`src/design/etst_ram.sv`:
```
module etst_ram #(
  parameter int WIDTH = 8,
  parameter int DEPTH = 32,
  localparam int AW = (DEPTH > 1) ? $clog2(DEPTH) : 1
) (
  input  logic             clk_i,
  input  logic             we_i,
  input  logic [AW-1:0]    waddr_i,
  input  logic [WIDTH-1:0] wdata_i,
  input  logic [AW-1:0]    raddr_i,
  output logic [WIDTH-1:0] rdata_o
);

  logic [WIDTH-1:0] mem_q [DEPTH];

  // one write port, registered read
  always_ff @(posedge clk_i) begin
    if (we_i) begin
      mem_q[waddr_i] <= wdata_i;
    end
    rdata_o <= mem_q[raddr_i];
  end

endmodule

```
`config.mk`:
```
export PLATFORM = sky130hd
export DESIGN_NAME = etst_ram
export DESIGN_NICKNAME = d
export VERILOG_FILES = /design/src/design/etst_ram.sv
export SDC_FILE = /design/constraint.sdc
export NUM_CORES = 1
export LEC_CHECK = 0
export BUFFER_PORTS_ARGS = -buffer_cell sky130_fd_sc_hd__buf_2
export CORE_ASPECT_RATIO = 0.9
export CORE_MARGIN = 2
export CORE_UTILIZATION = 65
export CTS_BUF_LIST = sky130_fd_sc_hd__clkbuf_4 sky130_fd_sc_hd__clkbuf_8 sky130_fd_sc_hd__clkbuf_16
export DETAILED_ROUTE_END_ITERATION = 10
export PLACE_DENSITY_LB_ADDON = 0.12
export RECOVER_POWER = 25
export SLEW_MARGIN = 40
export SYNTH_ARGS = -nofsm -noshare
export SYNTH_HDL_FRONTEND = slang
export SYNTH_SLANG_ARGS = --single-unit
```
`constraint.sdc`:
```
create_clock -name clk_i -period 5.4 [get_ports clk_i]
set_clock_uncertainty 0.1 [all_clocks]
set_input_delay 1.35 -clock clk_i [delete_from_list [all_inputs] [get_ports clk_i]]
set_output_delay 1.35 -clock clk_i [all_outputs]
set_load 0.005 [all_outputs]
```
==> results.txt, run 1 <==
----------------------------------------------------
[Run status]
  Outcome ... finished with violations
  Failing checks ... max-capacitance violations, max-slew violations

[Power]
  Static leakage ... roughly 3.5 nW
  Areal power density over the cells ... 374 mW/mm^2
  VDD IR-drop max ... between 200 and 300 uV

[Detailed routing]
  Number of DRC markers after the initial detailed-route iteration ... 501
  Post-detailed-route wirelength per cell ... 30.1 um
  Number of vias after detailed routing ... 4543
  Avg Vias per Cell ... 6.74
  Number of detailed-routing iterations run before antenna repair ... 7
  DRC errors left ... 0
  Final routed wirelength across all metal layers ... 20300 um
  Routed Antenna Nets ... 0

[Clock network]
  Total clock sinks ... 264
  Number of gates given a new drive strength after cts ... 0
  Clock tree from TritonCTS ... done
  CTS hold repair buffers ... 0
  Max Buffers Root-to-Sink ... 3
  Post-CTS setup repair buffer count ... 0
  TritonCTS Buffers ... 25
  Number of levels the H-tree was split into ... 1
  Later-pin clock latency in the skew report ... 530 ps
  Clock Pin Slew Worst Setup and Hold Paths ... 60 ps
  Buffer type at the clock tree root ... sky130_fd_sc_hd__clkbuf_16

[Setup path]
  Max stage delay cell, worst path ... sky130_fd_sc_hd__mux4_2
  CP startpoint kind ... primary input
  Largest stage delay, worst path ... approximately 580 ps
  Data required time of the worst path ... ~5700 ps
  Data arrival time at the worst-slack endpoint ... 3630 ps
  Crit-path leading delay family ... multiplexers
  Crit Path Category ... primary input to register
  Buf/Inv on CP ... 2
  Cell-by-cell trace of the critical path ... buf_4 > buf_12 > mux4_2 > mux4_2 > mux2_2
  Sort of element at the end of the critical path ... register
  Crit path max fanout ... 35
  Most Frequent Cell on Critical Path ... sky130_fd_sc_hd__mux4_2

[STA]
  Final total negative setup slack ... 0 ps
  Slew at the pin closest to its max-slew limit ... 1510 ps
  Final Hold Viols ... 0
  Final setup slack of the worst path ... 2060 ps
  Shortest clock period the worst path allows after layout ... 3340 ps
  Number of max-slew violations in the final report ... 33
  Share of the clock period used by the worst path ... 61.8%
  Unrepaired setup endpoints after global routing ... no
  Worst rel slew slack ... -0.964%
  Setup-violating endpoint count in the final report ... 0
  Achievable Freq ... around 300 MHz

[Floorplanning]
  Core Area ... 0.0153 sq mm
  Overall die area ... 0.0165 sq mm
  Width of the chip ... approximately 140 um
  Initial core utilization ... about two thirds
  Number of placement rows ... 43
  Boundary pin count ... 28
  Die span in y ... 122 um

[Final layout]
  Post-synthesis to final-layout area growth ... 11.1%
  Final non-filler cell area ... 0.0112 sq mm
  Cell Count, Final, Fillers Out ... 674
  NumNets Final ... 474
  Fraction of layout instances using a drive strength above 1 ... 34.5%
  Reg area ... 0.00785 sq mm
  Area of combinational cells with multiple inputs ... 0.00212 sq mm
  Fillers ... about 860
  Number of diodes ... 0

[Placed design]
  Gp weighted congestion ... 0.770
  Post-DP HPWL ... between 10000 and 15000 um
  Port Buffers ... 27
  Number of placed instances with taps included ... 629
  Pre-CTS WS ... between 1500 and 2000 ps
  Post-place instance area ... 0.0104 sq mm

[Synthesis]
  Number of instances in the synthesized netlist ... 417
  Combined area of all synthesized cells ... 0.0101 sq mm
  Syn_area_per_cell ... 24.1 sq um
  Register bit total from synthesis ... 264
  Yosys warning total ... 0
  Post-synthesis sequential area ratio ... 78.1%
  Total nets after synthesis ... 437
  Synth unique cells ... 15

[Global route]
  Final global-route overflow total ... 0
  Antenna violations before repair ... 0
  First-pass GRT wire length ... 30000 um
  Pin count of the biggest net entering global routing ... 36
  Via count of the first global-routing pass ... around 4500
  Total GRT Usage ... 26.3%

[Flow run]
  Number of max-capacitance violations reported ... 3

[Min path]
  Worst min-delay path category ... register to register

----------------------------------------------------
==> per-layer routing <==
metal / share of wire [%] / vias to the layer above / global-route usage, % / wire [um]
met5: 0 / - / 0 / 0
li1: - / 1851 / - / -
met1: 42 / 2386 / 43.1 / 8610
met2: 45 / 277 / 37.8 / 9200
met3: 10 / 29 / 5.49 / 2090
met4: 2.1 / 0 / 5.53 / 418
==> cells in the mapped netlist, drive strengths merged <==
master	instances	area, sq um
mux4	80	1800
nand2	1	3.75
edfxtp	256	7690
nand3b	5	37.5
nor2	33	124
buf	14	83.8
clkbuf	6	22.5
dfxtp	8	160
mux2	8	90.1
or3	1	6.26
or3b	3	26.3
nand3	2	10.0
==> kinds of logic after synthesis <==
group | Yosys count | share of synthesized area [%]
and+or+nand+nor | 45 | 2.07
muxes | 88 | 18.8
DFF | 264 | 78.1
buffers and inverters | 20 | 1.06
==> path summary, 6_finish.rpt <==
check               endpoint         start  slack [ps]  cells past startpoint
setup / recovery  rdata_o[7]    raddr_i[0]        2060                      5
hold / removal    rdata_o[1]  mem_q[24][1]         810                      3
setup reg to reg  rdata_o[4]  mem_q[20][4]        3440                      3
hold reg to reg   rdata_o[1]  mem_q[24][1]         810                      3
==> tightest hold or removal path, stage by stage (launching register included) <==
cell,delay (ps)
sky130_fd_sc_hd__edfxtp_1,320
sky130_fd_sc_hd__mux4_2,220
sky130_fd_sc_hd__mux4_2,210
sky130_fd_sc_hd__mux2_2,130
==> layout by cell type (no fill, tap or decap), types with 5 or more instances in the layout <==
| cell type | n |
|---|---|
| sky130_fd_sc_hd__buf_2 | 18 |
| sky130_fd_sc_hd__clkbuf_1 | 8 |
| sky130_fd_sc_hd__clkbuf_16 | 25 |
| sky130_fd_sc_hd__clkbuf_4 | 6 |
| sky130_fd_sc_hd__clkinv_2 | 8 |
| sky130_fd_sc_hd__dfxtp_1 | 8 |
| sky130_fd_sc_hd__edfxtp_1 | 256 |
| sky130_fd_sc_hd__mux2_2 | 8 |
| sky130_fd_sc_hd__mux4_2 | 80 |
| sky130_fd_sc_hd__nand3b_1 | 5 |
| sky130_fd_sc_hd__nor2_1 | 25 |
| sky130_fd_sc_hd__nor2_2 | 8 |
==> flip-flops by register name (all words and copies together), names as in the netlist <==
register,flops
mem_q,256
rdata_o,8
==> power breakdown <==
part / internal [W] / switching (W) / total [W]
Clock: 0.000976 / 0.000700 / 0.00168
Sequential: 0.00228 / 0.0000144 / 0.00230
Combinational: 0.0000891 / 0.000116 / 0.000205
Total: 0.00335 / 0.000831 / 0.00418
==> cell type report <==
| class | count | share of cell area, % |
|---|---|---|
| sequential | 264 | 70.2 |
| clock inverter | 14 | 1.08 |
| tap | 202 | 2.26 |
| multi-input combinational | 133 | 19.0 |
| clock buffer | 31 | 6.00 |
| timing repair buffer | 30 | 1.46 |
==> stage by stage <==
step           total power (W)  hold slack [ps]  utilization [%]
2_1_floorplan          0.00245              765                -
3_3_place_gp           0.00253              784             67.9
3_5_place_dp           0.00254              804             67.9
4_1_cts                0.00420              808             73.1
5_1_grt                0.00429              854             73.1
6_report               0.00418              811             73.1
Power figures use the tool's default switching activity.
==> inputs of run 2 (changes only) <==
--- a/config.mk
+++ b/config.mk
@@ -8,7 +8,7 @@
 export BUFFER_PORTS_ARGS = -buffer_cell sky130_fd_sc_hd__buf_2
 export CORE_ASPECT_RATIO = 0.9
 export CORE_MARGIN = 2
-export CORE_UTILIZATION = 65
+export CORE_UTILIZATION = 61
 export CTS_BUF_LIST = sky130_fd_sc_hd__clkbuf_4 sky130_fd_sc_hd__clkbuf_8 sky130_fd_sc_hd__clkbuf_16
 export DETAILED_ROUTE_END_ITERATION = 10
 export PLACE_DENSITY_LB_ADDON = 0.12
==> constraint.sdc (replaced) <==
create_clock -name clk_i -period 3.4 [get_ports clk_i]
set_clock_uncertainty 0.1 [all_clocks]
set_input_delay 0.85 -clock clk_i [delete_from_list [all_inputs] [get_ports clk_i]]
set_output_delay 0.85 -clock clk_i [all_outputs]
set_load 0.005 [all_outputs]
==> results.txt, run 2 (same netlist as run 1, synthesis figures left out) <==
----------------------------------------------------
[Run status]
  Outcome ... completed

[Clock network]
  Number of levels the H-tree was split into ... 1
  Post-CTS setup repair buffer count ... 0
  TritonCTS Buffers ... 25
  Later-pin clock latency in the skew report ... approximately 500 ps
  Buffer type at the clock tree root ... sky130_fd_sc_hd__clkbuf_16
  CTS hold repair buffers ... 0
  Max Buffers Root-to-Sink ... 3
  Clock tree from TritonCTS ... done
  Clock Pin Slew Worst Setup and Hold Paths ... 60 ps
  Number of gates given a new drive strength after cts ... 0
  Total clock sinks ... 264

[Setup path]
  Cell-by-cell trace of the critical path ... buf_4 > buf_4 > mux4_2 > mux4_2 > mux2_2
  Depth of the worst register-to-register path ... 3
  Data arrival time at the worst-slack endpoint ... 2690 ps
  R2R setup slack ... approximately 1400 ps
  Crit Path Category ... primary input to register
  CP startpoint kind ... primary input
  Data required time of the worst path ... 3690 ps
  Max stage delay cell, worst path ... sky130_fd_sc_hd__mux4_2
  Largest stage delay, worst path ... 570 ps
  Worst R2R End ... rdata_o[2]
  Crit path max fanout ... 17
  Sort of element at the end of the critical path ... register
  Start of the worst register-to-register path ... mem_q[23][2]

[STA]
  Shortest clock period the worst path allows after layout ... between 2000 and 2500 ps
  Number of max-slew violations in the final report ... 0
  Unrepaired setup endpoints after global routing ... no
  Setup-violating endpoint count in the final report ... 0
  Final Hold Viols ... 0
  Final total negative setup slack ... 0 ps
  Share of the clock period used by the worst path ... 70.6%
  Slew at the pin closest to its max-slew limit ... 1460 ps
  Worst hold-check slack ... between 600 and 700 ps
  Achievable Freq ... 416 MHz
  Worst rel slew slack ... 2.75%

[Detailed routing]
  Post-detailed-route wirelength per cell ... 28.3 um
  Avg Vias per Cell ... 6.50
  DRC errors left ... 0
  Routed Antenna Nets ... 0
  Number of DRC markers after the initial detailed-route iteration ... 602
  Number of vias after detailed routing ... around 4600
  Number of detailed-routing iterations run before antenna repair ... 5
  Final routed wirelength across all metal layers ... between 15000 and 20000 um

[Final layout]
  Post-synthesis to final-layout area growth ... 13.7%
  Fraction of layout instances using a drive strength above 1 ... 37.7%
  Register bank with the most flops ... mem_q
  Leading cell types in the layout, fill and taps excluded ... sky130_fd_sc_hd__edfxtp_1, sky130_fd_sc_hd__mux4_2, sky130_fd_sc_hd__nor2_1
  Number of flip-flops under the largest register name ... 256
  Largest registers ... mem_q x256, rdata_o x8
  Final non-filler cell area ... 0.0114 sq mm
  Number of diodes ... 0
  Final cell utilization of the core ... between 70 and 80%
  NumNets Final ... 498
  Most frequent standard cell in the layout excluding fill and tap cells ... sky130_fd_sc_hd__edfxtp_1

[Global route]
  Antenna violations before repair ... 1
  First-pass GRT wire length ... 30600 um
  Total GRT Usage ... 24.0%
  Final global-route overflow total ... 0
  Pin count of the biggest net entering global routing ... 65
  Via count of the first global-routing pass ... 4635

[Power]
  Sum of internal, switching and leakage power ... 0.00680 W
  Switching power share of the total ... 19.7%
  Clock power share ... 41.6%
  Relative contribution of combinational cells to total power ... around 5.0%
  Static leakage ... 3.63 nW
  Areal power density over the cells ... 595 mW/mm^2
  Sequential power share ... 53.4%
  Internal power summed over all cells ... 0.00546 W
  Net switching power of the design ... between 0.001 and 0.0015 W
  VDD IR-drop max ... 477 uV

[Placed design]
  Post-place instance area ... 0.0106 sq mm
  Gp weighted congestion ... 0.743
  Port Buffers ... 27
  Post-DP HPWL ... around 12000 um

[Floorplanning]
  Overall die area ... 0.0175 sq mm
  Width of the chip ... 139 um
  Core Area ... 0.0161 sq mm
  Die span in y ... 126 um
  Number of placement rows ... 44
  Boundary pin count ... 28
  Initial core utilization ... 62.3%

[Flow run]
  Number of max-capacitance violations reported ... 0

[Min path]
  Min-Delay Path Depth ... 2
  End point of the worst hold path ... rdata_o[4]
  Startpoint of the most critical hold path ... raddr_i[3]
  Worst min-delay path category ... primary input to register

----------------------------------------------------
==> run 2: cell count changes in the layout (fill, tap and decap cells not counted), moves of 2 or more <==
cell / previous run / this run
sky130_fd_sc_hd__buf_4: 3 / 26
sky130_fd_sc_hd__clkbuf_4: 6 / 4
sky130_fd_sc_hd__clkinv_2: 8 / 4
sky130_fd_sc_hd__clkbuf_8: 0 / 4
sky130_fd_sc_hd__nor2_1: 25 / 29
sky130_fd_sc_hd__clkinvlp_4: 0 / 3
sky130_fd_sc_hd__nor2_2: 8 / 4
sky130_fd_sc_hd__buf_2: 18 / 21
sky130_fd_sc_hd__clkbuf_1: 8 / 5
==> run 2: cell type report <==
type                       count  area (sq um)
fill                         938          4700
clock buffer                  33           711
tap                          207           259
sequential                   264          7850
multi-input combinational    133          2110
timing repair buffer          54           359
clock inverter                12           140
==> run 2: how the worst max path moves through the flow <==
stage | from | end
after floorplan | raddr_i[2] | rdata_o[0]
after global placement | raddr_i[0] | rdata_o[1]
after detailed placement | raddr_i[0] | rdata_o[2]
after CTS | raddr_i[0] | rdata_o[2]
after global routing | raddr_i[0] | rdata_o[2]
final | raddr_i[0] | rdata_o[2]
==> run 2: per-stage QoR <==
stage	cells	setup WS [ps]
after detailed placement	658	450
after global routing	703	941
final	703	999
after global placement	658	472
after floorplan	417	648
after CTS	703	972
==> run 2: power groups by stage <==
stage / combinational, W / clock, W / sequential [W]
2_1_floorplan: 0.000193 / 0 / 0.00370
3_3_place_gp: 0.000334 / 0 / 0.00370
3_5_place_dp: 0.000342 / 0 / 0.00370
4_1_cts: 0.000344 / 0.00286 / 0.00363
5_1_grt: 0.000363 / 0.00300 / 0.00363
6_report: 0.000339 / 0.00283 / 0.00363
==> run 2: worst max-delay path, delay by kind of cell <==
kind / cells / cell delay, ps
buf+inv: 2 / 440
mux: 3 / 1400
==> run 2: routing by layer <==
metal / vias up / track usage [%] / part of all wire, %
li1: 1901 / - / -
met1: 2408 / 40.2 / 44
met2: 231 / 33.2 / 44
met3: 26 / 5.59 / 9.5
met4: 0 / 4.99 / 2.1
met5: - / 0 / 0
==> inputs of run 3 (changes only) <==
--- a/config.mk
+++ b/config.mk
@@ -8,7 +8,7 @@
 export BUFFER_PORTS_ARGS = -buffer_cell sky130_fd_sc_hd__buf_2
 export CORE_ASPECT_RATIO = 0.9
 export CORE_MARGIN = 2
-export CORE_UTILIZATION = 61
+export CORE_UTILIZATION = 55
 export CTS_BUF_LIST = sky130_fd_sc_hd__clkbuf_4 sky130_fd_sc_hd__clkbuf_8 sky130_fd_sc_hd__clkbuf_16
 export DETAILED_ROUTE_END_ITERATION = 10
 export PLACE_DENSITY_LB_ADDON = 0.12
==> constraint.sdc (replaced) <==
create_clock -name clk_i -period 2 [get_ports clk_i]
set_clock_uncertainty 0.1 [all_clocks]
set_input_delay 0.5 -clock clk_i [delete_from_list [all_inputs] [get_ports clk_i]]
set_output_delay 0.5 -clock clk_i [all_outputs]
set_load 0.005 [all_outputs]
==> results.txt, run 3 (same netlist as run 1, synthesis figures left out) <==
----------------------------------------------------
[Power]
  Sum of internal, switching and leakage power ... 0.0114 W
  Static leakage ... 3.76 nW
  Areal power density over the cells ... 975 mW/mm^2
  VDD IR-drop max ... 815 uV

[Floorplanning]
  Core Area ... 0.0178 sq mm
  Number of placement rows ... 46
  Overall die area ... around 0.019 sq mm
  Width of the chip ... 147 um
  Die span in y ... 132 um
  Initial core utilization ... 56.5%
  Boundary pin count ... 28

[Detailed routing]
  Final routed wirelength across all metal layers ... between 20000 and 25000 um
  Routed Antenna Nets ... 0
  Number of detailed-routing iterations run before antenna repair ... 5
  Avg Vias per Cell ... between 6 and 7
  Post-detailed-route wirelength per cell ... 26.9 um
  Number of DRC markers after the initial detailed-route iteration ... 584
  Number of vias after detailed routing ... 4561
  DRC errors left ... 0

[Final layout]
  Leading cell types in the layout, fill and taps excluded ... sky130_fd_sc_hd__edfxtp_1, sky130_fd_sc_hd__mux4_2, sky130_fd_sc_hd__buf_4
  Number of diodes ... 0
  Number of flip-flops under the largest register name ... between 200 and 300
  Final non-filler cell area ... 0.0117 sq mm
  Post-synthesis to final-layout area growth ... 16.1%
  Most frequent standard cell in the layout excluding fill and tap cells ... sky130_fd_sc_hd__edfxtp_1
  Fillers ... 1173
  Register bank with the most flops ... mem_q
  Fraction of layout instances using a drive strength above 1 ... between 30% and 40%
  NumNets Final ... ~520
  Largest registers ... mem_q x256, rdata_o x8

[Clock network]
  Number of levels the H-tree was split into ... 1
  Clock Pin Slew Worst Setup and Hold Paths ... approximately 60 ps
  Later-pin clock latency in the skew report ... 520 ps
  Post-CTS setup repair buffer count ... 0
  TritonCTS Buffers ... 26
  Clock tree from TritonCTS ... done
  Total clock sinks ... 264
  Buffer type at the clock tree root ... sky130_fd_sc_hd__clkbuf_16
  Max Buffers Root-to-Sink ... 3
  CTS hold repair buffers ... 0

[STA]
  Achievable Freq ... slightly above 500 MHz
  Worst rel slew slack ... 1.96%
  Slew at the pin closest to its max-slew limit ... 1470 ps
  Shortest clock period the worst path allows after layout ... 1980 ps
  Share of the clock period used by the worst path ... between 90 and 100%
  Setup-violating endpoint count in the final report ... 0
  Unrepaired setup endpoints after global routing ... no
  Final total negative setup slack ... 0 ps
  Final Hold Viols ... 0
  Number of max-slew violations in the final report ... 0
  Final setup slack of the worst path ... between 20 and 25 ps

[Placed design]
  Post-DP HPWL ... 12900 um
  Port Buffers ... 27
  Pre-CTS WS ... -616 ps
  Post-place instance area ... 0.0108 sq mm
  Gp weighted congestion ... 0.771

[Setup path]
  CP startpoint kind ... primary input
  Crit Path Category ... primary input to register
  Crit path max fanout ... 11
  Data arrival time at the worst-slack endpoint ... approximately 2300 ps
  Data required time of the worst path ... 2310 ps
  Sort of element at the end of the critical path ... register

[Global route]
  Pin count of the biggest net entering global routing ... 36
  Total GRT Usage ... 22.1%
  First-pass GRT wire length ... 30700 um
  Antenna violations before repair ... 0
  Via count of the first global-routing pass ... 4702
  Final global-route overflow total ... 0

[Min path]
  Worst min-delay path category ... primary input to register

[Run status]
  Outcome ... completed

[Flow run]
  Number of max-capacitance violations reported ... 0

----------------------------------------------------
run 3: per-layer routing:
layer	routed length [um]	track usage, %
met5	0	0
met3	1480	4.64
met1	8930	34.8
met4	330	4.48
met2	9650	33.0
run 3: worst max-delay path, cell delays in order:
cell                     delay (ps)
sky130_fd_sc_hd__buf_6          180
sky130_fd_sc_hd__buf_12         190
sky130_fd_sc_hd__mux4_2         560
sky130_fd_sc_hd__mux4_2         540
sky130_fd_sc_hd__mux2_2         290
run 3: layout make-up:
type | count | area [sq um] | area share (%)
multi-input cells | 133 | 2100 | 18.0
well taps | 240 | 300 | 2.57
flip-flops and latches | 264 | 7850 | 67.2
clock buffers | 38 | 783 | 6.71
clock inverters | 9 | 37.5 | 0.322
repair buffers | 74 | 606 | 5.19
run 3: timing repair:
item	CTS	global route
setup endpoints to repair	5	2
cloned	1	0
gates resized for setup	1	1
pin swaps	0	0
run 3: worst paths after layout:
| check | startpoint | to | slack (ps) | cells past startpoint |
|---|---|---|---|---|
| max | raddr_i[0] | rdata_o[5] | 20 | 5 |
| min | raddr_i[3] | rdata_o[1] | 350 | 2 |
| max reg2reg | mem_q[13][0] | rdata_o[0] | 80 | 3 |
| min reg2reg | mem_q[22][1] | rdata_o[1] | 820 | 3 |
run 3: metrics by stage:
stage | std cells | hold WS [ps] | utilization, %
floorplan | 417 | 499 | -
global placement | 710 | 786 | 60.9
detailed placement | 710 | 809 | 60.9
CTS | 758 | 333 | 65.7
global route | 758 | 338 | 65.6
finish | 758 | 355 | 65.6
run 3: power breakdown:
group	leakage [nW]	internal, W	switching [W]	total (W)
Combinational	0.973	0.000287	0.000328	0.000615
Clock	0.415	0.00270	0.00188	0.00458
Sequential	2.37	0.00616	0.0000343	0.00619
Total	3.76	0.00914	0.00224	0.0114
